## config.mk

```make
export PLATFORM = sky130hd
export DESIGN_NAME = task_priority_scheduler
export DESIGN_NICKNAME = d
export VERILOG_FILES = /design/src/rtl/core/tps_pkg.sv /design/src/rtl/core/task_priority_scheduler.sv /design/src/rtl/core/tps_ram.sv /design/src/rtl/core/tps_ctrl.sv /design/src/rtl/core/tps_dp.sv
export SDC_FILE = /design/constraint.sdc
export NUM_CORES = 1
export LEC_CHECK = 0
export BUFFER_PORTS_ARGS = -buffer_cell sky130_fd_sc_hd__buf_2
export CAP_MARGIN = 20
export CORE_MARGIN = 1.5
export CORE_UTILIZATION = 55
export DETAILED_ROUTE_END_ITERATION = 8
export PLACE_DENSITY_LB_ADDON = 0.15
export SLEW_MARGIN = 10
export SYNTH_ARGS = -nofsm -noshare
export SYNTH_HDL_FRONTEND = slang
export SYNTH_SLANG_ARGS = --single-unit
export TNS_END_PERCENT = 1
```

## constraint.sdc

```tcl
create_clock -name clk -period 6.1 [get_ports clk]
set_input_delay 0.305 -clock clk [delete_from_list [all_inputs] [get_ports clk]]
set_output_delay 0.305 -clock clk [all_outputs]
set_load 0.01 [all_outputs]
```

## src/rtl/core/tps_pkg.sv

```systemverilog
// Package for the task priority scheduler: table geometry, command and
// status codes, entry layout and the control/status bundles between units.
// No dependencies.
`default_nettype none
package tps_pkg;

  localparam int TABLE_DEPTH = 16;
  localparam int IDX_W       = $clog2(TABLE_DEPTH);
  localparam int OCC_W       = $clog2(TABLE_DEPTH + 1);

  localparam int OP_W     = 3;
  localparam int ID_W     = 16;
  localparam int PRIO_W   = 4;
  localparam int REM_W    = 7;
  localparam int STATUS_W = 2;

  localparam logic [OP_W-1:0] OP_INSERT     = 3'd0;
  localparam logic [OP_W-1:0] OP_RUN_SERVED = 3'd1;
  localparam logic [OP_W-1:0] OP_RUN_ID     = 3'd2;
  localparam logic [OP_W-1:0] OP_REMOVE     = 3'd3;
  localparam logic [OP_W-1:0] OP_SET_PRIO   = 3'd4;

  localparam logic [STATUS_W-1:0] ST_OK        = 2'd0;
  localparam logic [STATUS_W-1:0] ST_EMPTY     = 2'd1;
  localparam logic [STATUS_W-1:0] ST_NOT_FOUND = 2'd2;
  localparam logic [STATUS_W-1:0] ST_FULL      = 2'd3;

  localparam logic [PRIO_W-1:0] PRIO_MIN  = 4'd1;
  localparam logic [PRIO_W-1:0] PRIO_MAX  = 4'd8;
  localparam logic [REM_W-1:0]  COUNT_MIN = 7'd1;
  localparam logic [REM_W-1:0]  COUNT_MAX = 7'd99;

  localparam logic [ID_W-1:0] FIRST_ID = 16'd1;

  typedef struct packed {
    logic [ID_W-1:0]   id;
    logic [PRIO_W-1:0] prio;
    logic [REM_W-1:0]  rem;
  } entry_t;

  localparam int ENTRY_W = $bits(entry_t);

  typedef struct packed {
    logic             start;
    logic             scan_en;
    logic [IDX_W-1:0] scan_addr;
    logic             commit;
  } tps_cmd_t;

  typedef struct packed {
    logic out_busy;
  } tps_sts_t;

endpackage
`default_nettype wire

```

## src/rtl/core/task_priority_scheduler.sv

```systemverilog
// Task priority scheduler top level: controller plus datapath.
// Uses tps_pkg, tps_ctrl, tps_dp.
//
// Usage:
//   Requests enter on in_* (valid/stall). in_stall is low only while the
//   block is idle; a request is taken when in_valid is high and in_stall low.
//   Every request sweeps the task table one slot per cycle, then passes a
//   tail step and a commit step; its result shows on out_* in the cycle
//   after the commit, and a next request can be taken from that cycle
//   on. A request is not taken before the previous one has committed.
//   One result per request on out_*.
//   Results sit in an output register: a new request is taken while the
//   previous result still waits; if out_stall holds that result, the next
//   one waits in the commit step and no further request is taken.
//   cfg_* writes the policy bit (0 priority, 1 remaining count); cfg_ready
//   is always high, writes belong between requests.
//   Synchronous reset (rst_n low) empties the table, sets the id counter to
//   one and the policy to priority; no clearing pass is needed.
`default_nettype none
module task_priority_scheduler (
  input  wire logic                            clk,
  input  wire logic                            rst_n,
  input  wire logic                            cfg_valid,
  output logic                                 cfg_ready,
  input  wire logic                            cfg_data,
  input  wire logic                            in_valid,
  output logic                                 in_stall,
  input  wire logic [tps_pkg::OP_W-1:0]        in_op,
  input  wire logic [tps_pkg::ID_W-1:0]        in_task_id,
  input  wire logic [tps_pkg::PRIO_W-1:0]      in_priority_req,
  input  wire logic [tps_pkg::REM_W-1:0]       in_exec_count,
  output logic                                 out_valid,
  input  wire logic                            out_stall,
  output logic      [tps_pkg::STATUS_W-1:0]    out_status,
  output logic      [tps_pkg::ID_W-1:0]        out_result_id,
  output logic      [tps_pkg::REM_W-1:0]       out_remaining,
  output logic                                 out_retired,
  output logic      [tps_pkg::OCC_W-1:0]       out_occupancy
);
  import tps_pkg::*;

  tps_cmd_t cmd;
  tps_sts_t sts;

  assign cfg_ready = 1'b1;

  tps_ctrl u_ctrl (
    .clk      (clk),
    .rst_n    (rst_n),
    .in_valid (in_valid),
    .in_stall (in_stall),
    .sts      (sts),
    .cmd      (cmd)
  );

  tps_dp u_dp (
    .clk             (clk),
    .rst_n           (rst_n),
    .cmd             (cmd),
    .sts             (sts),
    .cfg_valid       (cfg_valid && cfg_ready),
    .cfg_data        (cfg_data),
    .in_op           (in_op),
    .in_task_id      (in_task_id),
    .in_priority_req (in_priority_req),
    .in_exec_count   (in_exec_count),
    .out_valid       (out_valid),
    .out_stall       (out_stall),
    .out_status      (out_status),
    .out_result_id   (out_result_id),
    .out_remaining   (out_remaining),
    .out_retired     (out_retired),
    .out_occupancy   (out_occupancy)
  );

endmodule
`default_nettype wire

```

## src/rtl/core/tps_ram.sv

```systemverilog
// Generic single-port RAM with registered read data.
// No dependencies.
`default_nettype none
module tps_ram #(
  parameter int WIDTH = 8,
  parameter int DEPTH = 16
) (
  input  wire logic                     clk,
  input  wire logic                     we,
  input  wire logic                     re,
  input  wire logic [$clog2(DEPTH)-1:0] addr,
  input  wire logic [WIDTH-1:0]         wdata,
  output logic      [WIDTH-1:0]         rdata
);

  logic [WIDTH-1:0] mem_r [DEPTH];
  logic [WIDTH-1:0] rdata_r;

  always_ff @(posedge clk) begin
    if (we) begin
      mem_r[addr] <= wdata;
    end
    if (re) begin
      rdata_r <= mem_r[addr];
    end
  end

  assign rdata = rdata_r;

endmodule
`default_nettype wire

```

## src/rtl/core/tps_ctrl.sv

```systemverilog
// Scheduler controller: accepts a request, sweeps the table one slot per
// cycle, then commits the result. Uses tps_pkg.
`default_nettype none
module tps_ctrl (
  input  wire logic              clk,
  input  wire logic              rst_n,
  input  wire logic              in_valid,
  output logic                   in_stall,
  input  wire tps_pkg::tps_sts_t sts,
  output tps_pkg::tps_cmd_t      cmd
);
  import tps_pkg::*;

  localparam logic [1:0] S_IDLE   = 2'd0;
  localparam logic [1:0] S_SCAN   = 2'd1;
  localparam logic [1:0] S_TAIL   = 2'd2;
  localparam logic [1:0] S_FINISH = 2'd3;

  localparam logic [IDX_W-1:0] LAST_IDX = IDX_W'(TABLE_DEPTH - 1);

  logic [1:0]       state_r, state_nxt;
  logic [IDX_W-1:0] scan_r, scan_nxt;

  always_comb begin
    state_nxt     = state_r;
    scan_nxt      = scan_r;
    in_stall      = 1'b1;
    cmd.start     = 1'b0;
    cmd.scan_en   = 1'b0;
    cmd.scan_addr = scan_r;
    cmd.commit    = 1'b0;
    unique case (state_r)
      S_IDLE: begin
        in_stall = 1'b0;
        if (in_valid) begin
          cmd.start = 1'b1;
          scan_nxt  = '0;
          state_nxt = S_SCAN;
        end
      end
      S_SCAN: begin
        cmd.scan_en = 1'b1;
        scan_nxt    = scan_r + IDX_W'(1);
        if (scan_r == LAST_IDX) begin
          state_nxt = S_TAIL;
        end
      end
      S_TAIL: begin
        state_nxt = S_FINISH;
      end
      S_FINISH: begin
        if (!sts.out_busy) begin
          cmd.commit = 1'b1;
          state_nxt  = S_IDLE;
        end
      end
      default: begin
        state_nxt = S_IDLE;
      end
    endcase
  end

  always_ff @(posedge clk) begin
    if (!rst_n) begin
      state_r <= S_IDLE;
      scan_r  <= '0;
    end else begin
      state_r <= state_nxt;
      scan_r  <= scan_nxt;
    end
  end

endmodule
`default_nettype wire

```

## src/rtl/core/tps_dp.sv

```systemverilog
// Scheduler datapath: request registers, task table, sweep comparator,
// commit logic and result register. Uses tps_pkg and tps_ram.
`default_nettype none
module tps_dp (
  input  wire logic                            clk,
  input  wire logic                            rst_n,
  input  wire tps_pkg::tps_cmd_t               cmd,
  output tps_pkg::tps_sts_t                    sts,
  input  wire logic                            cfg_valid,
  input  wire logic                            cfg_data,
  input  wire logic [tps_pkg::OP_W-1:0]        in_op,
  input  wire logic [tps_pkg::ID_W-1:0]        in_task_id,
  input  wire logic [tps_pkg::PRIO_W-1:0]      in_priority_req,
  input  wire logic [tps_pkg::REM_W-1:0]       in_exec_count,
  output logic                                 out_valid,
  input  wire logic                            out_stall,
  output logic      [tps_pkg::STATUS_W-1:0]    out_status,
  output logic      [tps_pkg::ID_W-1:0]        out_result_id,
  output logic      [tps_pkg::REM_W-1:0]       out_remaining,
  output logic                                 out_retired,
  output logic      [tps_pkg::OCC_W-1:0]       out_occupancy
);
  import tps_pkg::*;

  // request
  logic [OP_W-1:0]   op_r;
  logic [ID_W-1:0]   tid_r;
  logic [PRIO_W-1:0] prio_r;
  logic [REM_W-1:0]  cnt_r;
  logic [PRIO_W-1:0] prio_clamped;
  logic [REM_W-1:0]  cnt_clamped;

  // table state
  logic [TABLE_DEPTH-1:0] valid_r;
  logic [OCC_W-1:0]       occ_r;
  logic [ID_W-1:0]        next_id_r;
  logic                   policy_r;

  // sweep
  logic             cmp_en_r;
  logic [IDX_W-1:0] cmp_idx_r;
  logic             found_r;
  logic [IDX_W-1:0] best_idx_r;
  entry_t           best_r;
  entry_t           cand;
  logic             cand_valid;
  logic             better;
  logic             take;

  // ram
  logic             ram_we;
  logic [IDX_W-1:0] ram_addr;
  entry_t           ram_wdata;
  logic [ENTRY_W-1:0] ram_rdata;

  // commit
  logic [STATUS_W-1:0] res_status;
  logic [ID_W-1:0]     res_id;
  logic [REM_W-1:0]    res_rem;
  logic                res_ret;
  logic                wr_en;
  entry_t              wr_data;
  logic                set_v;
  logic                clr_v;
  logic [OCC_W-1:0]    occ_nxt;

  // result register
  logic                out_valid_r;
  logic [STATUS_W-1:0] out_status_r;
  logic [ID_W-1:0]     out_id_r;
  logic [REM_W-1:0]    out_rem_r;
  logic                out_ret_r;
  logic [OCC_W-1:0]    out_occ_r;

  always_comb begin
    priority if (in_priority_req < PRIO_MIN) prio_clamped = PRIO_MIN;
    else if (in_priority_req > PRIO_MAX)     prio_clamped = PRIO_MAX;
    else                                     prio_clamped = in_priority_req;
    priority if (in_exec_count < COUNT_MIN) cnt_clamped = COUNT_MIN;
    else if (in_exec_count > COUNT_MAX)     cnt_clamped = COUNT_MAX;
    else                                    cnt_clamped = in_exec_count;
  end

  always_ff @(posedge clk) begin
    if (cmd.start) begin
      op_r   <= in_op;
      tid_r  <= in_task_id;
      prio_r <= prio_clamped;
      cnt_r  <= cnt_clamped;
    end
  end

  assign ram_we    = cmd.commit && wr_en;
  assign ram_addr  = cmd.commit ? best_idx_r : cmd.scan_addr;
  assign ram_wdata = wr_data;

  tps_ram #(
    .WIDTH (ENTRY_W),
    .DEPTH (TABLE_DEPTH)
  ) u_table (
    .clk   (clk),
    .we    (ram_we),
    .re    (cmd.scan_en),
    .addr  (ram_addr),
    .wdata (ram_wdata),
    .rdata (ram_rdata)
  );

  assign cand       = entry_t'(ram_rdata);
  assign cand_valid = valid_r[cmp_idx_r];

  always_comb begin
    if (!policy_r) begin
      better = (cand.prio < best_r.prio) ||
               ((cand.prio == best_r.prio) && (cand.id < best_r.id));
    end else begin
      better = (cand.rem > best_r.rem) ||
               ((cand.rem == best_r.rem) && (cand.id < best_r.id));
    end
    priority if (op_r == OP_INSERT) begin
      take = !cand_valid && !found_r;
    end else if (op_r == OP_RUN_SERVED) begin
      take = cand_valid && (!found_r || better);
    end else begin
      take = cand_valid && (cand.id == tid_r) && !found_r;
    end
  end

  always_ff @(posedge clk) begin
    if (!rst_n) begin
      cmp_en_r <= 1'b0;
      found_r  <= 1'b0;
    end else begin
      cmp_en_r <= cmd.scan_en;
      if (cmd.start) begin
        found_r <= 1'b0;
      end else if (cmp_en_r && take) begin
        found_r <= 1'b1;
      end
    end
  end

  always_ff @(posedge clk) begin
    cmp_idx_r <= cmd.scan_addr;
    if (cmp_en_r && take) begin
      best_idx_r <= cmp_idx_r;
      best_r     <= cand;
    end
  end

  always_comb begin
    res_status = ST_OK;
    res_id     = '0;
    res_rem    = '0;
    res_ret    = 1'b0;
    wr_en      = 1'b0;
    wr_data    = best_r;
    set_v      = 1'b0;
    clr_v      = 1'b0;
    priority if (op_r == OP_INSERT) begin
      if (occ_r == OCC_W'(TABLE_DEPTH)) begin
        res_status = ST_FULL;
      end else begin
        wr_en   = 1'b1;
        wr_data = '{id: next_id_r, prio: prio_r, rem: cnt_r};
        set_v   = 1'b1;
        res_id  = next_id_r;
        res_rem = cnt_r;
      end
    end else if (op_r <= OP_SET_PRIO) begin
      priority if (occ_r == '0) begin
        res_status = ST_EMPTY;
      end else if (!found_r) begin
        res_status = ST_NOT_FOUND;
      end else begin
        res_id = best_r.id;
        priority if (op_r == OP_RUN_SERVED || op_r == OP_RUN_ID) begin
          if (best_r.rem > COUNT_MIN) begin
            wr_en       = 1'b1;
            wr_data.rem = best_r.rem - REM_W'(1);
            res_rem     = best_r.rem - REM_W'(1);
          end else begin
            clr_v   = 1'b1;
            res_ret = 1'b1;
          end
        end else if (op_r == OP_REMOVE) begin
          clr_v   = 1'b1;
          res_ret = 1'b1;
        end else begin
          wr_en        = 1'b1;
          wr_data.prio = prio_r;
          res_rem      = best_r.rem;
        end
      end
    end
    priority if (set_v) occ_nxt = occ_r + OCC_W'(1);
    else if (clr_v)     occ_nxt = occ_r - OCC_W'(1);
    else                occ_nxt = occ_r;
  end

  always_ff @(posedge clk) begin
    if (!rst_n) begin
      valid_r   <= '0;
      occ_r     <= '0;
      next_id_r <= FIRST_ID;
      policy_r  <= 1'b0;
    end else begin
      if (cfg_valid) begin
        policy_r <= cfg_data;
      end
      if (cmd.commit) begin
        occ_r <= occ_nxt;
        if (set_v) begin
          valid_r[best_idx_r] <= 1'b1;
          next_id_r <= (next_id_r == '1) ? FIRST_ID : next_id_r + ID_W'(1);
        end
        if (clr_v) begin
          valid_r[best_idx_r] <= 1'b0;
        end
      end
    end
  end

  always_ff @(posedge clk) begin
    if (!rst_n) begin
      out_valid_r <= 1'b0;
    end else if (cmd.commit) begin
      out_valid_r <= 1'b1;
    end else if (!out_stall) begin
      out_valid_r <= 1'b0;
    end
  end

  always_ff @(posedge clk) begin
    if (cmd.commit) begin
      out_status_r <= res_status;
      out_id_r     <= res_id;
      out_rem_r    <= res_rem;
      out_ret_r    <= res_ret;
      out_occ_r    <= occ_nxt;
    end
  end

  assign sts.out_busy  = out_valid_r && out_stall;
  assign out_valid     = out_valid_r;
  assign out_status    = out_status_r;
  assign out_result_id = out_id_r;
  assign out_remaining = out_rem_r;
  assign out_retired   = out_ret_r;
  assign out_occupancy = out_occ_r;

  a_occ_matches_valid: assert property (@(posedge clk) disable iff (!rst_n)
    occ_r == OCC_W'($countones(valid_r)))
    else $error("occupancy count out of step with valid bits");

  a_id_nonzero: assert property (@(posedge clk) disable iff (!rst_n)
    next_id_r != '0)
    else $error("id counter reached zero");

  a_commit_not_over_pending: assert property (@(posedge clk) disable iff (!rst_n)
    cmd.commit |-> !(out_valid_r && out_stall))
    else $error("result overwritten while stalled");

  a_commit_shows_result: assert property (@(posedge clk) disable iff (!rst_n)
    cmd.commit |=> out_valid_r)
    else $error("committed result not presented");

endmodule
`default_nettype wire
```

### After elaboration in Yosys (flattened, before gate mapping)

Memories as Yosys holds them, arrays and structs flattened. A register that Yosys moved wholly into a read port is not among the register bits.
Index checks and enable logic that the tools add are counted.

* memories kept: 1
* output and inout port bits: 34
* RAM bits: 432
* bits in registers: 143
* input port bits: 36
* word-level logic and storage cells: 166

Memory list
* u_dp.u_table.mem_r: depth 16, bits a word 27, rd ports 1, clocked after memory_dff 1, write ports 1, RTL line tps_ram.sv:16 `logic [WIDTH-1:0] mem_r [DEPTH];`

* muxes and demuxes: 77
* eq/ne operators: 16
* reduce and logical (&&, ||, !) cells: 26
* add/sub/neg operators: 5
* bitwise operators: 4
* magnitude comparators: 12

Operator list (count)
* 2-to-1 mux 16 bit: 11
* 2-to-1 mux 7 bit: 11
* 2-to-1 mux 11 bit: 4
* 2-to-1 mux 1 bit: 31
* 2-to-1 mux 27 bit: 1
* 2-to-1 mux 4 bit: 5
* adder 16 x 1 -> 16 bit, second input constant: 1
* AND 16 bit: 1
* == test 16 bit: 1
* == test 16 bit, second input constant: 1
* less-than comparator 16 bit: 1
* 2-to-1 mux 2 bit: 8
* inverter 16 bit: 1
* OR 16 bit: 1
* logical AND 1 bit: 10
* less-than comparator 4 x 5 -> 1 bit, second input constant: 2
* 2-to-1 mux 5 bit: 2
* one-hot mux 2 bit (4 select lines): 1
* one-hot mux 4 bit (2 select lines): 1
* == test 7 bit: 1
* > comparator 7 x 1 -> 1 bit, second input constant: 1
* > comparator 7 bit: 1
* > comparator 7 bit, second input constant: 1
* less-than comparator 7 x 1 -> 1 bit, second input constant: 1
* 30 further kinds: 41

### Depth between registers and ports, before layout

Gate-level depths: netlist of the first run.

* depth in word-level cells: 10
* gate-level depth with buffers: 11
* mapped depth without buffers: 10

### Cells and area by module

A second synthesis of the first run with hierarchy kept.

* cells, all modules: 1405
* area total of the unflattened synthesis: 24344.6 um2

Modules (own cells, without submodules)
* tps_ram: seq. area each 13783.2 um2, cells each 712, times used 1, area an instance 17121.4 um2
* tps_dp: seq. area each 3663.5 um2, cells each 647, times used 1, area an instance 6812.8 um2
* tps_ctrl: seq. area each 120.1 um2, cells each 44, times used 1, area an instance 399.1 um2
* task_priority_scheduler: seq. area each 0.0 um2, cells each 2, times used 1, area an instance 11.3 um2

### Worst setup path after synthesis of the first run

No wires, ideal clock.

* kind: register to register
* from: register u_ctrl.state_r[0]
* to: memory u_dp.u_table.mem_r[10][0] (netlist name) (enable)
* setup time: 0.479 ns
* path buffers: 3
* required time: 5.621 ns
* setup slack: 0.948 ns
* data arrival time: 4.673 ns
* stages on the path, launching flop included: 9
* period minus slack after synthesis: 5.152 ns
* path through: dfxtp_1 -> ha_1 -> a21bo_2 -> inv_2 -> mux2i_1 -> buf_4 -> buf_2 -> buf_2 -> nor4_1

RTL lines
* from (decl): RTL line tps_ctrl.sv:21 `logic [1:0] state_r, state_nxt;`
* from (signal assigned): RTL line tps_ctrl.sv:68 `state_r <= state_nxt;`
* to (decl): RTL line tps_ram.sv:16

### Final worst setup path of the first run

* from: register u_dp.occ_r[0]
* to: memory u_dp.u_table.mem_r[6][10] (netlist name) (enable)

* longest elaborated chain between the ends: 7
* elaborated cells on any way between the ends: 9
* classes of those cells: eq/ne (1); mux (6); reduce/logical (2)

RTL lines
* from (decl): RTL line tps_dp.sv:35 `logic [OCC_W-1:0] occ_r;`
* from (signal assigned): RTL line tps_dp.sv:212 `occ_r <= occ_nxt;`
* logical NOT 5 bit: RTL line tps_dp.sv:171 `priority if (occ_r == '0) begin`
* 2-to-1 mux 1 bit: RTL line tps_dp.sv:171
* 2-to-1 mux 1 bit: RTL line tps_dp.sv:170 `end else if (op_r <= OP_SET_PRIO) begin`
* 2-to-1 mux 1 bit *: RTL line tps_dp.sv:160 `priority if (op_r == OP_INSERT) begin`
* logical AND 1 bit *: RTL line tps_dp.sv:93 `assign ram_we = cmd.commit && wr_en;`
* 2-to-1 mux 1 bit *: RTL line tps_ram.sv:20 `if (we) begin`
* 2-to-1 mux 1 bit (implied by the code) *: RTL line tps_ram.sv:21 `mem_r[addr] <= wdata;`

Mark *: on every way between the ends. The rest lies on a longest branch, timed or not.

==> run summary, run 1 <==
The flow ran to the end, and the final reports show no timing, DRC or antenna violations. Detailed placement ended at an HPWL of between 30 and 40 mm. Using the TritonRoute via totals, the vias-per-cell ratio works out to 5.94. At the pin with the least slew margin, the transition time is 1.16 ns.

The final hold violation count came out at 0. The row count is 78. The worst-case clock skew is 0.0203 ns. The average wire per cell in the routed design came out at ~23 um. The routed via count is 16.0k. Yosys printed 0 warnings. Hold is met by 0.0294 ns. Sequential cells were found to cover ~70% of the synthesized design area. The clock transition at the registers of the reported paths came out at 0.06 ns. The accumulated negative setup slack is 0 ns. The proportion of synthesized flip-flops having asynchronous set or reset is 0%. Entering global routing, the biggest net connects around 160 pins. The most common cell after layout, fill and taps aside is edfxtp_1. The initial core utilization came out at between 50 and 60%. The worst-path maximum fanout came out at 27. After clock tree synthesis, the setup repair step added 0 buffers.

In this run the clock root is driven by a clkbuf_16. From bottom edge to top edge, the die measures 217 um. The routed design has 61.0 mm of wire. The number of global-route vias before repair is 15.3k. The share of the clock period used by the worst path is between 60% and 70%.

The final net count came out at 2121. The longest clock path from root to sink contains 3 buffers. The leakage power of the design is 10.2 nW.

The clock power share came out at between 30% and 40%. Traced cell by cell, the critical path runs through inv_1 -> ha_1 -> nor4b_1 -> nand2b_1 -> o31ai_1 -> nand2_1 -> nor4_2 -> buf_4. The detailed router finished its first iteration with 1976 violations. Of the cells placed in the final design, the portion with a size suffix greater than 1 is between 10% and 20%. The slowest stage of the critical path is the o31ai_1 cell. Once the clock tree was built, the resizer swapped 0 gates to a different size. The first-pass GRT wire length is 91.6 mm. The fraction of power consumed by combinational cells came out at 18.2%. The net switching power of the design came out at around 3.0 mW. Including well taps, the total number of placed cells is ~2.6k.

The critical path is of the reg -> reg type. The number of nets handed over by synthesis was ~2k. The capture point of the worst path is u_dp.u_table.mem_r[6][10]$_DFFE_PP_. The number of antenna repair diodes is 0. OpenSTA, run right after detailed placement, puts the worst setup slack at between 2 and 2.5 ns. The placeable core region is 45300 um^2. The data required time at the worst endpoint is ~6.3 ns.

The count of clock tree sinks is 602. The clock insertion delay at the later pin of the skew report came out at around 0.62 ns. The headroom to the max-slew limit is 21.6%. The reg-to-reg critical path startpoint is u_dp.occ_r[0]$_SDFFE_PN0P_.

The worst min-delay path category is in -> reg. The layout overhead on the synthesized area came out at 13.8%. The area of the die is 47200 um^2. The global route total overflow came out at 0. The initial antenna violation count was 0. The count of boundary I/O pins came out at 70. The non-filler instance count after layout came out at approximately 2.7k. The endpoint identified for the worst register-to-register timing path is u_dp.u_table.mem_r[6][10]$_DFFE_PP_. Port buffering added 68 buffers. The DRC violations left is 0.

The H-tree generated during clock tree synthesis spans 2 levels. The post-synthesis instance area is 25200 um^2. The final critical-path setup slack is 2.43 ns. Summing all non-filler instances in the final layout gives an area of 28700 um^2. Setup violations remaining at the end of the flow were counted as 0. The share of total power in sequential cells came out at 47.2%.

The max capacitance violation total is 0. The cell count of the worst reg-to-reg path came out at 8. The setup slack of the worst register-to-register path is 2.43 ns. The endpoint kind of the worst setup timing path is a flip-flop. Power spread over the standard cell area amounts to 372 nW/um^2. The max-slew violation count is 0. In this run, CTS created clock tree buffers numbering 59. The startpoint identified for the worst hold timing path is in_priority_req[1]. The share of total power consumed by net switching came out at 28.0%. The internal power is 7.68 mW. The average size of a mapped cell came out at 13.0 um^2. The count of distinct cell types in the synthesized netlist is 69.

The placer congestion estimate came out at 0.838. Setup repair after global routing left no endpoint under its margin. The detail route stage leaves a number of antenna-violating nets equal to 0. The width of the chip came out at 217 um. STA classifies the critical path startpoint as a flip-flop. The largest voltage drop on the vdd net came out at 0.247 mV.

The arrival time at the worst endpoint came out at 3.91 ns. The highest achievable clock rate came out at 0.272 GHz. The maximum single-stage delay on the critical path is 0.58 ns. In the layout the commonest cells are edfxtp_1 (551), nand2_1 (443), nand3_1 (103). The post-layout minimum cycle time is 3.67 ns.

The iteration count of the initial detailed-routing pass came out at 5. The cell area after placement came out at about 26000 um^2. The clock tree from TritonCTS is yes. The filler cells instantiated in the layout total ~3.4k. Among all flip-flop cells after synthesis, the most frequent one is edfxtp_1. The all-layer global routing usage is 26.0%. The most critical setup path has its startpoint at u_dp.occ_r[0]$_SDFFE_PN0P_. The cell count after synthesis is 1943.

The number of enable-type register cells in the synthesized netlist came out at 551. The number of storage elements in the synthesis netlist is 602.
registers in the layout, indices dropped and copies added, names as in the netlist, 7 cells and up:
signal / cells
u_dp.cnt_r: 7
u_dp.next_id_r: 16
u_dp.tid_r: 16
u_dp.valid_r: 16
u_dp.u_table.rdata: 27
u_dp.out_remaining: 7
u_dp.best_r: 27
u_dp.out_result_id: 16
u_dp.u_table.mem_r: 432
area by class of cell:
type | count | area [um^2] | share of cell area (%)
Clock buffer | 81 | 1660 | 5.79
Sequential cell | 602 | 17600 | 61.2
Clock inverter | 27 | 309 | 1.08
Multi-Input combinational cell | 1191 | 7150 | 24.9
Timing Repair Buffer | 155 | 1130 | 3.95
Tap cell | 600 | 751 | 2.61
Inverter | 39 | 146 | 0.510
how the worst min path moves through the flow:
stage                                         to  slack (ns)  cells after the start
floorplan              u_dp.cmp_idx_r[3]$_DFF_P_        0.36                      0
global placement       u_dp.cmp_idx_r[3]$_DFF_P_        0.38                      0
detailed placement     u_dp.cmp_idx_r[3]$_DFF_P_        0.39                      0
CTS                 u_dp.prio_r[1]$_SDFFCE_PP0P_       0.006                      2
global route        u_dp.prio_r[1]$_SDFFCE_PP0P_        0.05                      2
finish              u_dp.prio_r[1]$_SDFFCE_PP0P_        0.03                      2
cell families after synthesis:
family,after synthesis,synth area share (%)
xor+xnor,33,1.15
flops,602,69.6
other cells,1,0.0149
fa+ha+maj,37,1.84
compound gates,269,7.24
buf+inv,150,2.67
mux,95,3.99
simple gates,756,13.5
worst max-delay path, delay by kind of cell, from the launching register on:
| kind | cells | cell delay (ns) |
|---|---|---|
| buf+inv | 2 | 0.58 |
| compound gates | 1 | 0.58 |
| fa+ha+maj | 1 | 0.23 |
| simple gates | 4 | 1.43 |
| flops | 1 | 0.45 |
metal layers:
layer  vias up  share of wire, %  global-route usage (%)
li1       7382                 -                       -
met1      7866                43                    37.3
met2       656                46                    40.3
met3       117               7.5                    4.32
met4         0               3.2                    9.51
met5         -                 0                       0
synth_stat cells, types with 6 or more instances:
cell / count / share of area (%)
xnor2_1: 14 / 0.49
nor2_1: 60 / 0.89
and2_1: 7 / 0.17
buf_4: 8 / 0.24
or3_1: 8 / 0.20
clkbuf_1: 51 / 0.76
nor2b_1: 8 / 0.20
a31oi_1: 6 / 0.15
inv_1: 37 / 0.55
edfxtp_1: 551 / 66
o21ai_0: 99 / 2.0
a211oi_1: 8 / 0.24
nand2_1: 445 / 6.6
dfxtp_1: 51 / 4.0
ha_1: 37 / 1.8
a21oi_1: 35 / 0.69
nor3_1: 39 / 0.77
nor4_1: 11 / 0.27
a32oi_1: 30 / 1.0
nand4_1: 11 / 0.27
mux2i_1: 88 / 3.5
xor2_1: 19 / 0.66
nand2b_1: 11 / 0.27
o221ai_1: 28 / 0.97
nand3b_1: 29 / 0.86
a22o_1: 22 / 0.76
buf_2: 47 / 0.93
nand3_1: 103 / 2.0
metrics by stage:
stage / total power [mW] / util [%]
2_1_floorplan: 6.40 / -
3_3_place_gp: 6.98 / 58.3
3_5_place_dp: 7.02 / 58.3
4_1_cts: 10.7 / 63.4
5_1_grt: 11.1 / 63.4
6_report: 10.7 / 63.4
power groups by stage:
stage | sequential, mW | combinational, mW | clock (mW)
2_1_floorplan | 5.01 | 1.39 | 0
3_3_place_gp | 5.11 | 1.86 | 0
4_1_cts | 5.03 | 1.93 | 3.74
5_1_grt | 5.05 | 2.14 | 3.90
6_report | 5.04 | 1.94 | 3.70
3_5_place_dp | 5.11 | 1.90 | 0
repair_timing:
| action | 4_1_cts | 5_1_grt |
|---|---|---|
| hold buffers | 31 | 0 |
| endpoints found under the hold margin | 30 | 0 |
| setup endpoints to repair | 0 | 0 |
Note: power is estimated with default switching activity, not from simulation.
==> inputs of run 2 (changes only) <==
- ABC_AREA: unset -> 1
- clock period: 6.1 -> 3.4 ns (I/O delays scaled with it)
==> run 2 against run 1 <==
Net effect:
- routed wire length fell by 6.2%
- global-route usage decreased by 0.96 points
- total power is 83% higher
- register-to-register slack lost 2.2 ns
- core utilization increased by 0.37 points
- non-clock buffer count grew 11
- critical path type unchanged
- combinational power grew 120%
- sequential share of layout area rose by 1.2 points
- largest cell class unchanged
- first-iteration DRC count shrank 17%
- critical endpoint is now u_dp.u_table.mem_r[13][20]$_DFFE_PP_
- sequential power up 79%
==> run summary, run 2 <==
The vertical die dimension came out at 214 um (-1.4%). The iteration count of the initial detailed-routing pass is 5 (unchanged). The cell count after placement is 2559 (+0.16%).

The maximum single-stage delay on the critical path is 0.48 ns (-0.10 ns). The DRC violations left is 0 (unchanged). The worst setup path is captured at a flip-flop.

The path class of the tightest hold or removal check is in -> reg. The initial antenna violation count came to 0 (unchanged). The worst-path maximum fanout came out at 27 (unchanged). The total of endpoints with negative setup slack in the final report is 0 (unchanged). The overall routed net length is 57.2 mm (-6.2%). Among all cell types in the netlist, the one instantiated most often is edfxtp_1. The first-pass GRT wire length is 88.0 mm (-3.9%). The count of clock tree sinks came out at 602 (unchanged).

The average wire per cell in the routed design was 21.2 um (-6.5%). The final critical-path setup slack was 0.270 ns (-2.16 ns). The flip-flop count of the largest register, all copies and words added came out at 432 (unchanged). The hold buffer count at CTS came out at 35 (+13%). The routed via count is 15.6k (-2.9%). The initial core utilization was 55.5% (-0.20 points). The number of storage elements in the synthesis netlist is 602 (unchanged). The placeable core region came out at 44100 um^2 (-2.6%). The largest voltage drop on the vdd net came out at 0.411 mV (+66%). The number of routed nets with antenna violations came out at 0 (unchanged). The all-layer global routing usage came out at 25.0% (-0.96 points). STA classifies the critical path startpoint as a flip-flop.

The ratio of cells with drive above 1 in the final layout came out at 13.3% (+0.84 points). The count of distinct cell types in the synthesized netlist came out at 46 (-33%). The proportion of synthesized flip-flops having asynchronous set or reset came out at 0% (unchanged). The arrival time at the worst endpoint came out at 3.40 ns (-0.51 ns). The highest achievable clock rate came out at 0.319 GHz (+17%). The worst-case hold slack came out at 0.0393 ns (+0.00998 ns). The row count came out at 77 (-1.3%). The clock tree buffer depth is 3 (unchanged). The flow ran to the end, and the final reports show no timing, DRC or antenna violations.

The worst-case clock skew is 0.0157 ns (-0.00456 ns). The total power per unit cell area is 693 nW/um^2 (+87%). The max capacitance violation total is 0 (unchanged). The post-route standard cell area excluding fillers is 28100 um^2 (-2.0%). The proportion of synthesized chip area in sequential cells was 71.7% (+2.1 points).

The most numerous cell type found on the critical path is nand2_1. The headroom to the max-slew limit came out at 51.2% (+30 points). The placer congestion estimate is 0.874 (+4.3%). The top flip-flop cell by instance count after synthesis is edfxtp_1. The global route total overflow came to 0 (unchanged).

The number of design-rule violations left by the first detailed-router iteration came out at 1646 (-17%). TritonCTS built the clock tree. The cell count after synthesis came out at 1910 (-1.7%). In the layout the commonest cells are edfxtp_1 (551), nand2_1 (417), a22oi_1 (216).

The count of cells resized by post-cts repair came to 0 (unchanged). The number of global-route vias before repair came to 15.0k (-2.4%). The max-slew violation count is 0 (unchanged). The width of the chip was 214 um (-1.4%). The number of H-tree levels came out at 2 (unchanged).

The final hold violation count is 0 (unchanged). More flip-flops sit in one register than any other, and that register is u_dp.u_table.mem_r. The total of buffers placed on input and output ports came to 68 (unchanged). The non-filler instance count after layout came out at 2705 (+0.37%).

The post-layout minimum cycle time came out at 3.13 ns (-0.542 ns). CTS placed an instance of clkbuf_16 at the clock tree root. The post-layout total power was 19.5 mW (+83%). By area the synthesized netlist is led by edfxtp_1 (68%), a22oi_1 (6.6%), nand2_1 (6.4%). The average size of a mapped cell was 12.8 um^2 (-1.2%). The final core utilization came out at 63.8% (+0.37 points). The post-CTS setup buffer count was 0 (unchanged). The data required time at the worst endpoint is 3.67 ns (-2.67 ns). The leakage power of the design is 10.4 nW (+1.5%). The critical path goes through inv_1 -> ha_1 -> nand2_1 -> nor2_1 -> nand2_1 -> nand2_1 -> inv_1 -> nand3_2 -> o31ai_2 -> nand2_1 -> nor2_4 -> buf_4. The cell area after placement is 26000 um^2 (-1.7%). The number of enable-type register cells in the synthesized netlist came out at 551 (unchanged). The number of antenna repair diodes came out at 0 (unchanged).

Setup repair after global routing left no endpoint under its margin. The library cell used most frequently in the layout, excluding fill and tap cells, is edfxtp_1. The final net count came out at 2137 (+0.75%). The accumulated negative setup slack is 0 ns (unchanged). The post-synthesis net count came to 1983 (-1.6%). The clock transition at the registers of the reported paths is 0.06 ns (about the same). For this design, the slowest cell found on the critical path is o31ai_2. The area of the die is 45800 um^2 (-2.9%).

The number of clock buffers inserted by TritonCTS came out at 60 (+1.7%). The estimated wirelength of the detail-placed design is 36.9 mm (+6.9%). The commonest cells after synthesis are edfxtp_1 (551), nand2_1 (417), a22oi_1 (216).

The area growth from synthesis to layout is 14.9%. The count of boundary I/O pins came out at 70 (unchanged). The share of the clock period used by the worst path is 92.1% (+32 points).

Summed over all instances, the cell type with the most area after synthesis is edfxtp_1. The maximum number of pins on one net before global-route repair came out at 110 (-33%). The worst-margin pin slew came out at 0.731 ns (-0.430 ns).

The clock insertion delay at the later pin of the skew report came out at 0.62 ns (about the same). The path type of the worst setup path is reg -> reg. The Yosys warning count came out at 0 (unchanged). The post-synthesis instance area came out at 24500 um^2 (-2.9%). The portion of synthesized cell area occupied by the leading cell type is 67.6% (+2.0 points).

The via density per instance is 5.75 (-3.2%). The post-placement setup slack was 0.352 ns (-2.13 ns).
## run 2: final timing paths
check,slack (ns),startpoint,endpoint,depth (start not counted)
max,0.27,u_dp.occ_r[0]$_SDFFE_PN0P_,u_dp.u_table.mem_r[13][20]$_DFFE_PP_,12
max reg2reg,0.27,u_dp.occ_r[0]$_SDFFE_PN0P_,u_dp.u_table.mem_r[13][20]$_DFFE_PP_,12
min reg2reg,0.41,u_ctrl.scan_r[3]$_SDFFE_PN0P_,u_dp.cmp_idx_r[3]$_DFF_P_,0
min,0.04,rst_n,u_dp.found_r$_SDFFE_PP0P_,3
## run 2: layout make-up
cell class / instances / area (um^2)
clock buffers: 71 / 1540
clock inverters: 40 / 295
fillers: 3307 / 16000
inverters: 167 / 629
multi-input cells: 1067 / 6080
flip-flops and latches: 602 / 17600
well taps: 592 / 741
repair buffers: 166 / 1290
## run 2: per-layer routing
layer | vias up | routed length, um | track usage, % | part of all wire [%]
met2 | 568 | 25900 | 38.2 | 45
met3 | 88 | 3850 | 3.50 | 6.7
met1 | 7648 | 26200 | 37.9 | 46
met4 | 0 | 1260 | 7.14 | 2.2
met5 | - | 0 | 0 | 0
li1 | 7256 | - | - | -
## run 2: critical path, delay by kind of cell (launching register included)
kind                       cells  cell delay (ns)
and+or+nand+nor                7             1.05
AOI/OAI and AO/OA              1             0.48
buffers and inverters          3             0.60
DFF                            1             0.41
adders and majority gates      1             0.21
## run 2: kinds of logic after synthesis
logic type / Yosys count / share of synthesized area, %
buffers and inverters: 241 / 3.97
AND/OR/NAND/NOR: 630 / 11.1
XOR/XNOR: 16 / 0.572
AO/OA/AOI/OAI: 379 / 10.5
adder cells (fa/ha/maj): 37 / 1.89
flip-flops: 602 / 71.7
multiplexers: 4 / 0.184
other: 1 / 0.0153
## run 2: where the power goes
| part | internal (mW) | switching [mW] |
|---|---|---|
| registers | 8.76 | 0.275 |
| logic | 1.29 | 2.93 |
| clock network | 3.52 | 2.73 |
